## config.mk

```make
export PLATFORM = sky130hd
export DESIGN_NAME = periodic_task_tick_scheduler
export DESIGN_NICKNAME = d
export VERILOG_FILES = /design/src/design/ptts_pkg.sv /design/src/design/ptts_ram.sv /design/src/design/ptts_ctrl.sv /design/src/design/ptts_dp.sv /design/src/design/periodic_task_tick_scheduler.sv
export VERILOG_INCLUDE_DIRS = /design/src /design/src/design
export SDC_FILE = /design/constraint.sdc
export NUM_CORES = 1
export LEC_CHECK = 0
export BUFFER_PORTS_ARGS = -buffer_cell sky130_fd_sc_hd__clkbuf_2
export CAP_MARGIN = 20
export CELL_PAD_IN_SITES_DETAIL_PLACEMENT = 1
export CELL_PAD_IN_SITES_GLOBAL_PLACEMENT = 1
export CORE_MARGIN = 4
export CORE_UTILIZATION = 48
export CTS_CLUSTER_SIZE = 10
export DETAILED_ROUTE_END_ITERATION = 7
export PLACE_DENSITY_LB_ADDON = 0.1
export SLEW_MARGIN = 20
export SYNTH_ARGS = -nofsm -noshare
export SYNTH_HDL_FRONTEND = slang
export SYNTH_HIERARCHICAL = 1
export SYNTH_SLANG_ARGS = --single-unit
```

## constraint.sdc

```tcl
create_clock -name i_clk -period 4.86 [get_ports i_clk]
set_clock_uncertainty 0.05 [all_clocks]
set_input_delay 0.972 -clock i_clk [delete_from_list [all_inputs] [get_ports i_clk]]
set_output_delay 0.972 -clock i_clk [all_outputs]
set_load 0.03 [all_outputs]
```

## src/design/periodic_task_tick_scheduler_assert.svh

```systemverilog
// assertion macros for the periodic task tick scheduler
// both sample on i_clk and are switched off while i_rst_n is low
`ifndef PERIODIC_TASK_TICK_SCHEDULER_ASSERT_SVH
`define PERIODIC_TASK_TICK_SCHEDULER_ASSERT_SVH

// same-cycle implication
`define PTTS_ASSERT_IMPL(lbl, ante, cons) \
    lbl: assert property (@(posedge i_clk) disable iff (!i_rst_n) (ante) |-> (cons)) \
        else $error("scheduler assertion failed");

// next-cycle implication
`define PTTS_ASSERT_NEXT(lbl, ante, cons) \
    lbl: assert property (@(posedge i_clk) disable iff (!i_rst_n) (ante) |=> (cons)) \
        else $error("scheduler assertion failed");

`endif

```

## src/design/ptts_pkg.sv

```systemverilog
`timescale 1ns / 1ps
package ptts_pkg;

    localparam int MODE_W    = 2;
    localparam int PERIOD_W  = 16;
    localparam int TSTATE_W  = 2;
    localparam int STATUS_W  = 2;
    localparam int SLOT_W    = 3;
    localparam int TICK_W    = 16;

    // input word: task_valid, period, initial_state, comm_ready
    localparam int IN_VALID_LSB  = 0;
    localparam int IN_PERIOD_LSB = 1;
    localparam int IN_INIT_LSB   = IN_PERIOD_LSB + PERIOD_W;
    localparam int IN_COMM_LSB   = IN_INIT_LSB + TSTATE_W;
    localparam int IN_DATA_W     = 24;

    // output word: status, slot_index
    localparam int OUT_SLOT_LSB  = STATUS_W;
    localparam int OUT_DATA_W    = 8;

    // table entry: period, state, tick counter
    localparam int WORD_STATE_LSB = PERIOD_W;
    localparam int WORD_TICK_LSB  = PERIOD_W + TSTATE_W;
    localparam int WORD_W         = PERIOD_W + TSTATE_W + TICK_W;

    localparam logic [MODE_W-1:0] MODE_CREATE = 2'd0;
    localparam logic [MODE_W-1:0] MODE_TICK   = 2'd1;
    localparam logic [MODE_W-1:0] MODE_EXEC   = 2'd2;

    localparam logic [TSTATE_W-1:0] TS_READY     = 2'd0;
    localparam logic [TSTATE_W-1:0] TS_BLOCKED   = 2'd1;
    localparam logic [TSTATE_W-1:0] TS_SUSPENDED = 2'd2;

    localparam logic [STATUS_W-1:0] STAT_OK     = 2'd0;
    localparam logic [STATUS_W-1:0] STAT_NULL   = 2'd1;
    localparam logic [STATUS_W-1:0] STAT_FULL   = 2'd2;
    localparam logic [STATUS_W-1:0] STAT_PERIOD = 2'd3;

    typedef enum logic [2:0] {
        S_IDLE,
        S_CREATE,
        S_TICK_SCAN,
        S_EXEC_SCAN,
        S_FLUSH
    } t_state;

    typedef struct packed {
        logic load;          // latch the word, rewind the slot pointer
        logic rd_count;      // read the slot at the task count
        logic create_commit; // send create result, store task if ok
        logic scan_tick;     // update one slot for a tick
        logic scan_exec;     // check one slot for dispatch
        logic flush;         // send the final execute result
    } t_cmd;

    typedef struct packed {
        logic cnt_zero;
        logic last_slot;
        logic need_emit;
        logic out_free;
    } t_sts;

endpackage

```

## src/design/ptts_ram.sv

```systemverilog
`timescale 1ns / 1ps
module ptts_ram #(
    parameter int WIDTH = 34,
    parameter int DEPTH = 8
) (
    input  logic                                     i_clk,
    input  logic                                     i_we,
    input  logic [((DEPTH > 1) ? $clog2(DEPTH) : 1)-1:0] i_waddr,
    input  logic [WIDTH-1:0]                         i_wdata,
    input  logic [((DEPTH > 1) ? $clog2(DEPTH) : 1)-1:0] i_raddr,
    output logic [WIDTH-1:0]                         o_rdata
);

    logic [WIDTH-1:0] r_mem [DEPTH];
    logic [WIDTH-1:0] r_rdata;

    always_ff @(posedge i_clk) begin
        if (i_we) begin
            r_mem[i_waddr] <= i_wdata;
        end
        r_rdata <= r_mem[i_raddr];
    end

    assign o_rdata = r_rdata;

endmodule

```

## src/design/ptts_ctrl.sv

```systemverilog
`timescale 1ns / 1ps
module ptts_ctrl (
    input  logic                          i_clk,
    input  logic                          i_rst_n,
    input  logic                          s_tvalid,
    output logic                          s_tready,
    input  logic [ptts_pkg::MODE_W-1:0]   i_mode,
    input  ptts_pkg::t_sts                i_sts,
    output ptts_pkg::t_cmd                o_cmd
);
    import ptts_pkg::*;

    t_state r_state;
    t_state n_state;
    logic   step;

    always_ff @(posedge i_clk) begin
        if (!i_rst_n) begin
            r_state <= S_IDLE;
        end else begin
            r_state <= n_state;
        end
    end

    always_comb begin
        n_state  = r_state;
        o_cmd    = '0;
        s_tready = 1'b0;
        step     = 1'b0;
        case (r_state)
            S_IDLE: begin
                s_tready = 1'b1;
                if (s_tvalid) begin
                    o_cmd.load = 1'b1;
                    case (i_mode)
                        MODE_CREATE: begin
                            o_cmd.rd_count = 1'b1;
                            n_state        = S_CREATE;
                        end
                        MODE_TICK: begin
                            n_state = i_sts.cnt_zero ? S_IDLE : S_TICK_SCAN;
                        end
                        MODE_EXEC: begin
                            n_state = i_sts.cnt_zero ? S_FLUSH : S_EXEC_SCAN;
                        end
                        default: n_state = S_IDLE;
                    endcase
                end
            end
            S_CREATE: begin
                // keep the slot word on the read port while the output is busy
                o_cmd.rd_count = 1'b1;
                if (i_sts.out_free) begin
                    o_cmd.create_commit = 1'b1;
                    n_state             = S_IDLE;
                end
            end
            S_TICK_SCAN: begin
                o_cmd.scan_tick = 1'b1;
                if (i_sts.last_slot) begin
                    n_state = S_IDLE;
                end
            end
            S_EXEC_SCAN: begin
                step            = !i_sts.need_emit || i_sts.out_free;
                o_cmd.scan_exec = step;
                if (step && i_sts.last_slot) begin
                    n_state = S_FLUSH;
                end
            end
            S_FLUSH: begin
                if (i_sts.out_free) begin
                    o_cmd.flush = 1'b1;
                    n_state     = S_IDLE;
                end
            end
            default: n_state = S_IDLE;
        endcase
    end

endmodule

```

## src/design/ptts_dp.sv

```systemverilog
`timescale 1ns / 1ps
module ptts_dp #(
    parameter int MAX_TASKS  = 8,
    parameter int MAX_PERIOD = 1000
) (
    input  logic                              i_clk,
    input  logic                              i_rst_n,
    input  ptts_pkg::t_cmd                    i_cmd,
    output ptts_pkg::t_sts                    o_sts,
    input  logic [ptts_pkg::IN_DATA_W-1:0]    i_item,
    input  logic                              i_out_ready,
    output logic                              o_out_valid,
    output logic [ptts_pkg::OUT_DATA_W-1:0]   o_out_data,
    output logic                              o_out_user,
    output logic                              o_out_last
);
    import ptts_pkg::*;

    localparam int IW = (MAX_TASKS > 1) ? $clog2(MAX_TASKS) : 1;
    localparam int CW = $clog2(MAX_TASKS + 1);
    localparam logic [CW-1:0]       COUNT_FULL = CW'(MAX_TASKS);
    localparam logic [PERIOD_W-1:0] PERIOD_LIM = PERIOD_W'(MAX_PERIOD);

    // latched input word
    logic                r_task_valid;
    logic [PERIOD_W-1:0] r_period;
    logic [TSTATE_W-1:0] r_init;
    logic                r_comm;

    logic [CW-1:0]        r_count;
    logic [IW-1:0]        r_ptr;
    logic                 r_pend_vld;
    logic [IW-1:0]        r_pend_slot;
    logic [MAX_TASKS-1:0] r_tick_vld;

    logic                r_out_vld;
    logic [STATUS_W-1:0] r_out_status;
    logic                r_out_dv;
    logic [SLOT_W-1:0]   r_out_slot;
    logic                r_out_last;

    logic [WORD_W-1:0]   rd_word;
    logic [WORD_W-1:0]   wr_word;
    logic [IW-1:0]       rd_addr;
    logic [IW-1:0]       wr_addr;
    logic [IW-1:0]       cnt_idx;
    logic                we;
    logic [PERIOD_W-1:0] rd_period;
    logic [TSTATE_W-1:0] rd_state;
    logic [TICK_W-1:0]   rd_tick;
    logic [TICK_W-1:0]   create_tick;
    logic [TSTATE_W-1:0] tk_state;
    logic [TICK_W-1:0]   tk_tick;
    logic [STATUS_W-1:0] create_status;
    logic                create_ok;
    logic                is_ready;
    logic                need_emit;
    logic                emit;
    logic                out_free;
    logic [STATUS_W-1:0] em_status;
    logic                em_dv;
    logic [SLOT_W-1:0]   em_slot;
    logic                em_last;
    logic [IW+SLOT_W-1:0] pend_ext;
    logic [SLOT_W-1:0]   pend_slot3;

    assign rd_period = rd_word[PERIOD_W-1:0];
    assign rd_state  = rd_word[WORD_STATE_LSB +: TSTATE_W];
    assign rd_tick   = rd_word[WORD_TICK_LSB +: TICK_W];
    assign cnt_idx   = r_count[IW-1:0];

    assign pend_ext   = {{SLOT_W{1'b0}}, r_pend_slot};
    assign pend_slot3 = pend_ext[SLOT_W-1:0];

    always_comb begin
        if (!r_task_valid) begin
            create_status = STAT_NULL;
        end else if (r_count == COUNT_FULL) begin
            create_status = STAT_FULL;
        end else if (r_period > PERIOD_LIM) begin
            create_status = STAT_PERIOD;
        end else begin
            create_status = STAT_OK;
        end
    end
    assign create_ok = (create_status == STAT_OK);

    // a slot never written reads its counter as zero
    assign create_tick = r_tick_vld[cnt_idx] ? rd_tick : '0;

    always_comb begin
        tk_state = rd_state;
        tk_tick  = rd_tick;
        case (rd_state)
            TS_BLOCKED: begin
                if (rd_tick >= rd_period) begin
                    tk_state = TS_READY;
                    tk_tick  = TICK_W'(1);
                end else begin
                    tk_tick = rd_tick + TICK_W'(1);
                end
            end
            TS_SUSPENDED: begin
                if (r_comm) begin
                    tk_state = TS_READY;
                end
            end
            default: tk_state = rd_state;
        endcase
    end

    assign is_ready  = (rd_state == TS_READY);
    assign need_emit = is_ready && r_pend_vld;
    assign out_free  = !r_out_vld || i_out_ready;

    assign we = (i_cmd.create_commit && create_ok) || i_cmd.scan_tick
              || (i_cmd.scan_exec && is_ready);
    assign wr_addr = i_cmd.create_commit ? cnt_idx : r_ptr;

    always_comb begin
        if (i_cmd.create_commit) begin
            wr_word = {create_tick, r_init, r_period};
        end else if (i_cmd.scan_tick) begin
            wr_word = {tk_tick, tk_state, rd_period};
        end else begin
            wr_word = {rd_tick, TS_BLOCKED, rd_period};
        end
    end

    always_comb begin
        if (i_cmd.rd_count) begin
            rd_addr = cnt_idx;
        end else if (i_cmd.load) begin
            rd_addr = '0;
        end else if (i_cmd.scan_tick || i_cmd.scan_exec) begin
            rd_addr = r_ptr + IW'(1);
        end else begin
            rd_addr = r_ptr;
        end
    end

    ptts_ram #(
        .WIDTH (WORD_W),
        .DEPTH (MAX_TASKS)
    ) u_table (
        .i_clk   (i_clk),
        .i_we    (we),
        .i_waddr (wr_addr),
        .i_wdata (wr_word),
        .i_raddr (rd_addr),
        .o_rdata (rd_word)
    );

    // result word selection; one emitter per cycle at most
    assign emit = i_cmd.create_commit || i_cmd.flush || (i_cmd.scan_exec && need_emit);

    always_comb begin
        em_status = STAT_OK;
        em_dv     = 1'b1;
        em_slot   = pend_slot3;
        em_last   = 1'b0;
        if (i_cmd.create_commit) begin
            em_status = create_status;
            em_dv     = 1'b0;
            em_slot   = '0;
            em_last   = 1'b1;
        end else if (i_cmd.flush) begin
            em_dv   = r_pend_vld;
            em_slot = r_pend_vld ? pend_slot3 : '0;
            em_last = 1'b1;
        end
    end

    always_ff @(posedge i_clk) begin
        if (i_cmd.load) begin
            r_task_valid <= i_item[IN_VALID_LSB];
            r_period     <= i_item[IN_PERIOD_LSB +: PERIOD_W];
            r_init       <= i_item[IN_INIT_LSB +: TSTATE_W];
            r_comm       <= i_item[IN_COMM_LSB];
        end
        if (emit) begin
            r_out_status <= em_status;
            r_out_dv     <= em_dv;
            r_out_slot   <= em_slot;
            r_out_last   <= em_last;
        end
        if (i_cmd.scan_exec && is_ready) begin
            r_pend_slot <= r_ptr;
        end
    end

    always_ff @(posedge i_clk) begin
        if (!i_rst_n) begin
            r_count    <= '0;
            r_ptr      <= '0;
            r_pend_vld <= 1'b0;
            r_tick_vld <= '0;
            r_out_vld  <= 1'b0;
        end else begin
            if (i_cmd.load) begin
                r_ptr      <= '0;
                r_pend_vld <= 1'b0;
            end else if (i_cmd.scan_tick || i_cmd.scan_exec) begin
                r_ptr <= r_ptr + IW'(1);
                if (i_cmd.scan_exec && is_ready) begin
                    r_pend_vld <= 1'b1;
                end
            end
            if (i_cmd.create_commit && create_ok) begin
                r_count <= r_count + CW'(1);
            end
            if (we) begin
                r_tick_vld[wr_addr] <= 1'b1;
            end
            if (emit) begin
                r_out_vld <= 1'b1;
            end else if (i_out_ready) begin
                r_out_vld <= 1'b0;
            end
        end
    end

    assign o_sts.cnt_zero  = (r_count == '0);
    assign o_sts.last_slot = ((CW'(r_ptr) + CW'(1)) == r_count);
    assign o_sts.need_emit = need_emit;
    assign o_sts.out_free  = out_free;

    assign o_out_valid = r_out_vld;
    assign o_out_data  = {{(OUT_DATA_W - STATUS_W - SLOT_W){1'b0}}, r_out_slot, r_out_status};
    assign o_out_user  = r_out_dv;
    assign o_out_last  = r_out_last;

endmodule

```

## src/design/periodic_task_tick_scheduler.sv

```systemverilog
`timescale 1ns / 1ps
// periodic task tick scheduler
// s_* takes one command word per handshake: s_tuser selects create, tick or
// execute, s_tdata carries the create and tick operands.
// m_* returns result words: create gives one word with its status, tick gives
// none, execute gives one word per ready task in ascending slot order with
// m_tlast on the final one, or a single empty word when nothing is ready.
// the task table sits in one RAM with one registered read port and one write
// port; tick and execute walk it one slot per cycle (an execute walk holds while
// a due word cannot enter the output register), create reads and writes one slot.
// only one command is taken at a time; the next waits until the last is done.
// s_tready is high only between commands; a finished word waits in the
// output register while the next command is accepted.
// when m_tready is low and a second dispatch word is due, the slot walk holds.
// reset (i_rst_n low, synchronous) empties the table and clears all tick
// counters; there is no clearing pass.
`include "periodic_task_tick_scheduler_assert.svh"
module periodic_task_tick_scheduler #(
    parameter int MAX_TASKS  = 8,
    parameter int MAX_PERIOD = 1000
) (
    input  logic                               i_clk,
    input  logic                               i_rst_n,
    input  logic                               s_tvalid,
    output logic                               s_tready,
    // task_valid, period, initial_state, comm_ready, zero pad
    input  logic [ptts_pkg::IN_DATA_W-1:0]     s_tdata,
    // mode
    input  logic [ptts_pkg::MODE_W-1:0]        s_tuser,
    output logic                               m_tvalid,
    input  logic                               m_tready,
    // status, slot_index, zero pad
    output logic [ptts_pkg::OUT_DATA_W-1:0]    m_tdata,
    // dispatch_valid
    output logic                               m_tuser,
    output logic                               m_tlast
);
    import ptts_pkg::*;

    t_cmd cmd;
    t_sts sts;

    ptts_ctrl u_ctrl (
        .i_clk    (i_clk),
        .i_rst_n  (i_rst_n),
        .s_tvalid (s_tvalid),
        .s_tready (s_tready),
        .i_mode   (s_tuser),
        .i_sts    (sts),
        .o_cmd    (cmd)
    );

    ptts_dp #(
        .MAX_TASKS  (MAX_TASKS),
        .MAX_PERIOD (MAX_PERIOD)
    ) u_dp (
        .i_clk       (i_clk),
        .i_rst_n     (i_rst_n),
        .i_cmd       (cmd),
        .o_sts       (sts),
        .i_item      (s_tdata),
        .i_out_ready (m_tready),
        .o_out_valid (m_tvalid),
        .o_out_data  (m_tdata),
        .o_out_user  (m_tuser),
        .o_out_last  (m_tlast)
    );

    // a dispatch word is only pushed when the output register can take it
    `PTTS_ASSERT_IMPL(a_emit_room, cmd.scan_exec && sts.need_emit, sts.out_free)
    // no table walk while a new command can be taken
    `PTTS_ASSERT_IMPL(a_idle_quiet, s_tready, !(cmd.scan_tick || cmd.scan_exec || cmd.flush || cmd.create_commit))
    // the closing execute word always carries tlast
    `PTTS_ASSERT_NEXT(a_flush_last, cmd.flush, m_tvalid && m_tlast)

endmodule
```

==> results of run 1 <==
## Yosys cell counts (all sizes together) (8+ instances only)
master | instances | area (um^2)
o21ai | 26 | 130
buf | 24 | 203
nor2 | 35 | 131
mux2 | 36 | 480
dfxtp | 54 | 1080
nor3 | 10 | 50.1
a31oi | 8 | 50.1
nand3 | 9 | 50.1
mux2i | 8 | 80.1
nor2b | 20 | 125
edfxtp | 302 | 9070
and2 | 13 | 82.6
inv | 33 | 124
ha | 23 | 288
nand2 | 54 | 203
a21oi | 22 | 110
clkbuf | 18 | 77.6
mux4 | 70 | 1620
## layout by cell type (no fill, tap or decap), types with 24 or more instances in the layout
cell type / Yosys / routed
clkbuf_2: 0 / 34
clkbuf_16: 0 / 43
nand2_1: 54 / 54
edfxtp_1: 302 / 302
inv_1: 33 / 33
mux4_2: 58 / 58
o21ai_0: 24 / 24
dfxtp_1: 54 / 54
clkbuf_1: 17 / 29
nor2_1: 35 / 29
## final cells by class
class / count / area (um^2) / area share, %
sequential: 356 / 10100 / 60.8
timing repair buffer: 56 / 448 / 2.68
clock inverter: 5 / 67.6 / 0.405
multi-input combinational: 422 / 4220 / 25.3
tap: 390 / 488 / 2.92
inverter: 33 / 124 / 0.742
clock buffer: 73 / 1200 / 7.18
## registers in the layout (all words and copies together), names as in the netlist
signal                count
u_dp/u_table/r_mem      272
u_dp/u_table/o_rdata     34
u_dp/r_period            16
u_dp/r_tick_vld           8
u_dp/r_count              4
u_ctrl/r_state            3
u_dp/pend_slot3           3
u_dp/r_out_slot           3
u_dp/r_ptr                3
u_dp/r_init               2
u_dp/r_out_status         2
u_dp/o_out_last           1
u_dp/o_out_user           1
u_dp/o_out_valid          1
u_dp/r_comm               1
u_dp/r_pend_vld           1
u_dp/r_task_valid         1
## final timing paths
kind	start	endpoint
setup / recovery	u_dp/u_table/o_rdata[16]	u_dp/u_table/o_rdata[13]
hold / removal	u_dp/r_tick_vld[1]	u_dp/r_tick_vld[1]
setup reg to reg	u_dp/u_table/o_rdata[16]	u_dp/u_table/o_rdata[13]
hold reg to reg	u_dp/r_tick_vld[1]	u_dp/r_tick_vld[1]
## metal layers
metal	vias to the layer above	GRT usage (%)
li1	3451	-
met1	3940	26.6
met2	196	34.1
met3	48	3.39
met4	0	4.62
met5	-	0
## through the flow
stage	util, %	instances	total power, mW	setup WS (ns)	area (um^2)
6_report	55.9	1335	7.51	1.17	16700
5_1_grt	55.9	1335	7.86	0.972	16700
4_1_cts	55.9	1335	7.61	1.14	16700
3_5_place_dp	51.6	1257	4.69	0.790	15400
3_3_place_gp	51.6	1257	4.63	0.855	15400
2_1_floorplan	-	853	4.40	0.656	14700
## cells by family (layout without fill, tap and decap cells)
| group | after synthesis | in the layout | share of synthesized area [%] |
|---|---|---|---|
| xor+xnor | 11 | 11 | 0.658 |
| buf+inv | 75 | 167 | 2.76 |
| simple gates | 181 | 181 | 6.32 |
| mux | 114 | 114 | 14.9 |
| fa+ha+maj | 23 | 23 | 1.96 |
| flops | 356 | 356 | 69.3 |
| other cells | 1 | 3 | 0.0256 |
| compound gates | 90 | 90 | 4.08 |
## report_power, final
| part | internal (mW) | total [mW] | switching [mW] |
|---|---|---|---|
| sequential | 3.60 | 3.70 | 0.0969 |
| combinational | 0.369 | 0.922 | 0.553 |
| clock | 1.73 | 2.89 | 1.16 |
## critical path: stages, from the launching register on
cell and delay [ns]:
dfxtp_1 0.37, inv_1 0.09, ha_1 0.29, and2_1 0.22, nor2b_1 0.14, nor3_1 0.18, buf_4 0.16, nor2_1 0.06
xor2_1 0.18, o31ai_4 0.67, buf_12 0.30, mux4_1 0.58, mux2_4 0.27
==> out/metrics.yaml, run 1 <==
critical_path:
  crit_type: "reg2reg"
  path_max_fanout: 22
  required_ns: 5.23
  arrival_ns: 4.06
  crit_path_start_kind: "flop"
  r2r_slack_ns: 1.17
  reg2regPathDepth: 12
  critPathCaptureType: "flop"
route:
  highest_layer: "met4"
  wl_per_cell_um: 24.4
  routed_wl_um: 32600
  ant_nets: 0
  met1_length_um: 13800
  firstDrtPassIters: 5
  wl_met3_um: 1600
  drc: 0
  drt_iter0_markers: 499
  vias: 7635
  viasPerCell: 5.72
  met2_length_um: 16500
cts:
  clkSlewWorstSetupHoldPaths_ns: 0.05
  holdBufCountCts: 0
  postCtsResizedCells: 0
  post_cts_buffers: 0
  cts_sinks: 356
  cts-root-buf: "clkbuf_16"
  clkLatencyLatePin_ns: 0.53
  tritoncts: "yes"
  htreeDepth: 2
  cts_inserted_buffers: 42
  cts_buffer_depth: 3
global_route:
  track_usage_pct: 19.8
  antenna_found_initial: 0
  grt_pass1_wl_um: 50200
  grt_start_max_net_pins: 69
  grt_pass1_vias: 8313
  grt_overflow: 0
yosys:
  ys_ff_latch: 356
  synth.distinct_cells: 71
  synth_cells: 851
  ys.flop_type: "edfxtp_1"
  syn_avg_cell_area_um2: 17.2
  ys_seq_area_share_pct: 69.3
  netlist_area_um2: 14600
  ys_warn_count: 6
  synth_edf_count: 302
  async_flop_share_pct: 0
finish:
  fill_cells: 2708
  area_growth_pct: 14.0
  drive_gt1_share_pct: 23.5
  diodes: 0
  fin_nets: 964
floorplanning:
  die_x_um: 183
  rows: 63
  die-area_um2: 33400
  initial_core_util_pct: 49.0
  io_pins: 42
  die_y_um: 183
  fp.coreArea_um2: 29900
placement:
  gpl.final_weighted_congestion: 0.834
  port_buffers: 34
  hpwl_um: 19300
sta:
  worstMarginPinSlew_ns: 0.944
  setup_tns_ns: 0
  finalHoldWorstSlack_ns: 0.444
  setup_viol: 0
  period_minus_slack_ns: 3.69
  slew_headroom_pct: 36.4
  max_clock_freq_mhz: 271
  period_share_pct: 76.0
  slew_violations: 0
  rsz0062_at_grt: "false"
  finalHoldViolCount: 0
power_and_ir_drop:
  leakage_nw: 5.59
  power_density_nw_per_um2: 450
  ir_drop_uv: 315
status:
  run_status: "finished clean"
worst_hold_path:
  hold_depth: 2
  min_path_type: "reg2reg"
flow_run:
  drv_cap: 0
Power figures use the tool's default switching activity.
==> inputs of run 2 (changes only) <==
ABC_AREA = 1   (was default)
CORE_UTILIZATION = 49   (was 48)
clock period = 3.6 ns   (was 4.86 ns; I/O delays follow)
==> run 2 against run 1 <==
Compared with the run above: first-iteration DRC count is 40% higher; synthesized cell count rose by 110%; critical path depth is 2 lower; worst setup slack lost 0.76 ns; cell area up 9.4%; clock power is 31% higher; power up 110%; critical path type unchanged; largest power group unchanged.
==> out/metrics.yaml, run 2 <==
cts:
  cts_inserted_buffers: 42
  postCtsResizedCells: 0
  post_cts_buffers: 0
  clkSlewWorstSetupHoldPaths_ns: 0.06
  tritoncts: "yes"
  clkLatencyLatePin_ns: 0.53
  holdBufCountCts: 0
  cts_buffer_depth: 3
  htreeDepth: 2
  cts_sinks: 356
  cts-root-buf: "clkbuf_16"
finish:
  diodes: 0
  top_register: "u_dp/u_table/r_mem"
  fin_nets: 1847
  area_growth_pct: 12.8
  largest_reg_flops: 272
  stdcell_count: 2265
  layout_common_cells: "nand2_1, inv_1, edfxtp_1"
  final_common_cell: "nand2_1"
  drive_gt1_share_pct: 8.34
yosys:
  synth_cells: 1747
  synth_common_cells: "nand2_1, inv_1, edfxtp_1"
  ys.flop_type: "edfxtp_1"
  synth.area.top_cells: "edfxtp_1, nand2_1, inv_1"
  ys_warn_count: 6
  async_flop_share_pct: 0
  synth.distinct_cells: 38
  synth_top_area_cell: "edfxtp_1"
  synth_top_area_share_pct: 56.0
  synth.most_common_cell: "nand2_1"
  synth_edf_count: 302
  syn_avg_cell_area_um2: 9.27
  ys_ff_latch: 356
  netlist_area_um2: 16200
  ys_seq_area_share_pct: 62.7
sta:
  period_minus_slack_ns: 3.19
  finalHoldWorstSlack_ns: 0.313
  period_share_pct: 88.6
  max_clock_freq_mhz: 314
  slew_violations: 0
  slew_headroom_pct: 40.4
  finalHoldViolCount: 0
  setup_viol: 0
  worstMarginPinSlew_ns: 0.885
  rsz0062_at_grt: "false"
placement:
  dp_cells: 2192
  port_buffers: 34
  hpwl_um: 25400
  gpl.final_weighted_congestion: 0.833
floorplanning:
  io_pins: 42
  fp.coreArea_um2: 32500
  die_y_um: 190
  initial_core_util_pct: 49.8
  die-area_um2: 36000
  die_x_um: 190
  rows: 66
status:
  run_status: "finished clean"
route:
  drc: 0
  drt_iter0_markers: 699
  routed_wl_um: 42100
  wl_per_cell_um: 18.6
  firstDrtPassIters: 5
  viasPerCell: 5.16
  ant_nets: 0
  vias: 11700
power_and_ir_drop:
  leakage_nw: 8.27
  power_density_nw_per_um2: 846
  ir_drop_uv: 525
global_route:
  antenna_found_initial: 0
  grt_pass1_wl_um: 66000
  track_usage_pct: 23.5
  grt_overflow: 0
  grt_pass1_vias: 12400
  grt_start_max_net_pins: 93
flow_run:
  drv_cap: 0
critical_path:
  cp_cell_sequence: "inv_2 > ha_1 > inv_1 > nor3_2 > inv_1 > nand4_2 > nand2_2 > nand2_1 > nor2_4 > buf_12"
  critPathCaptureType: "flop"
  arrival_ns: 3.36
  slowest_stage: "dfxtp_1"
  path_max_fanout: 14
  required_ns: 3.77
  cp_slowest_stage_delay_ns: 0.64
  crit_top_cell: "inv_1"
  crit_path_start_kind: "flop"
  crit_type: "reg2reg"
worst_hold_path:
  min_path_type: "in2reg"
[run 2: cell count changes after synthesis, sizes merged, moves of 36 or more]
cell	change
mux2	-36
nand3	+152
nand2	+518
mux4	-70
nor2	+36
inv	+333
[run 2: cell families (layout without fill, tap and decap cells)]
kind of cell    count (synthesis)  after routing  synth area share (%)
other cells                     1              3                0.0232
buf+inv                       434            508                  10.6
simple gates                  831            831                  21.2
fa+ha+maj                      23             23                  1.78
flops                         356            356                  62.7
xor+xnor                       12             12                 0.649
compound gates                 90             90                  2.98
[run 2: final timing paths]
| check | startpoint | slack, ns | cells after the start | end |
|---|---|---|---|---|
| max reg2reg | u_dp/r_count[0] | 0.41 | 10 | u_dp/u_table/r_mem[3][23] |
| min reg2reg | u_dp/r_tick_vld[7] | 0.40 | 2 | u_dp/r_tick_vld[7] |
| min | s_tdata[11] | 0.31 | 1 | u_dp/r_period[10] |
| max | u_dp/r_count[0] | 0.41 | 10 | u_dp/u_table/r_mem[3][23] |
[run 2: routing by layer]
metal / track usage (%) / share of wire, %
met4: 7.46 / 2.7
met2: 42.0 / 50
met3: 3.14 / 4.4
met1: 29.9 / 43
met5: 0 / 0
[run 2: power by group]
group,switching [mW],internal [mW]
sequential,0.359,5.79
combinational,4.01,1.52
clock,1.57,2.21
[run 2: stage by stage]
stage	total power [mW]	worst slack (ns)	cell area (um^2)	utilization, %	TNS (ns)
after global routing	16.5	0.166	18300	56.2	0
after floorplan	9.76	-0.139	16200	-	-36.60
final	15.5	0.412	18300	56.2	0
after CTS	15.6	0.392	18300	56.2	0
after detailed placement	11.7	0.246	17100	52.5	0
after global placement	11.5	0.288	17100	52.5	0
[run 2: critical path: cells and delay by family, from the launching register on]
kind | cells | cell delay (ns)
simple gates | 5 | 1.34
flops | 1 | 0.64
buf+inv | 4 | 0.61
fa+ha+maj | 1 | 0.22
[run 2: cell type report]
class                   instances  area [um^2]
flip-flops and latches        356        10100
well taps                     442          553
clock buffers                  70         1180
fillers                      3749        14300
clock inverters                 3         17.5
multi-input cells             959         4430
inverters                     367         1380
repair buffers                 68          563
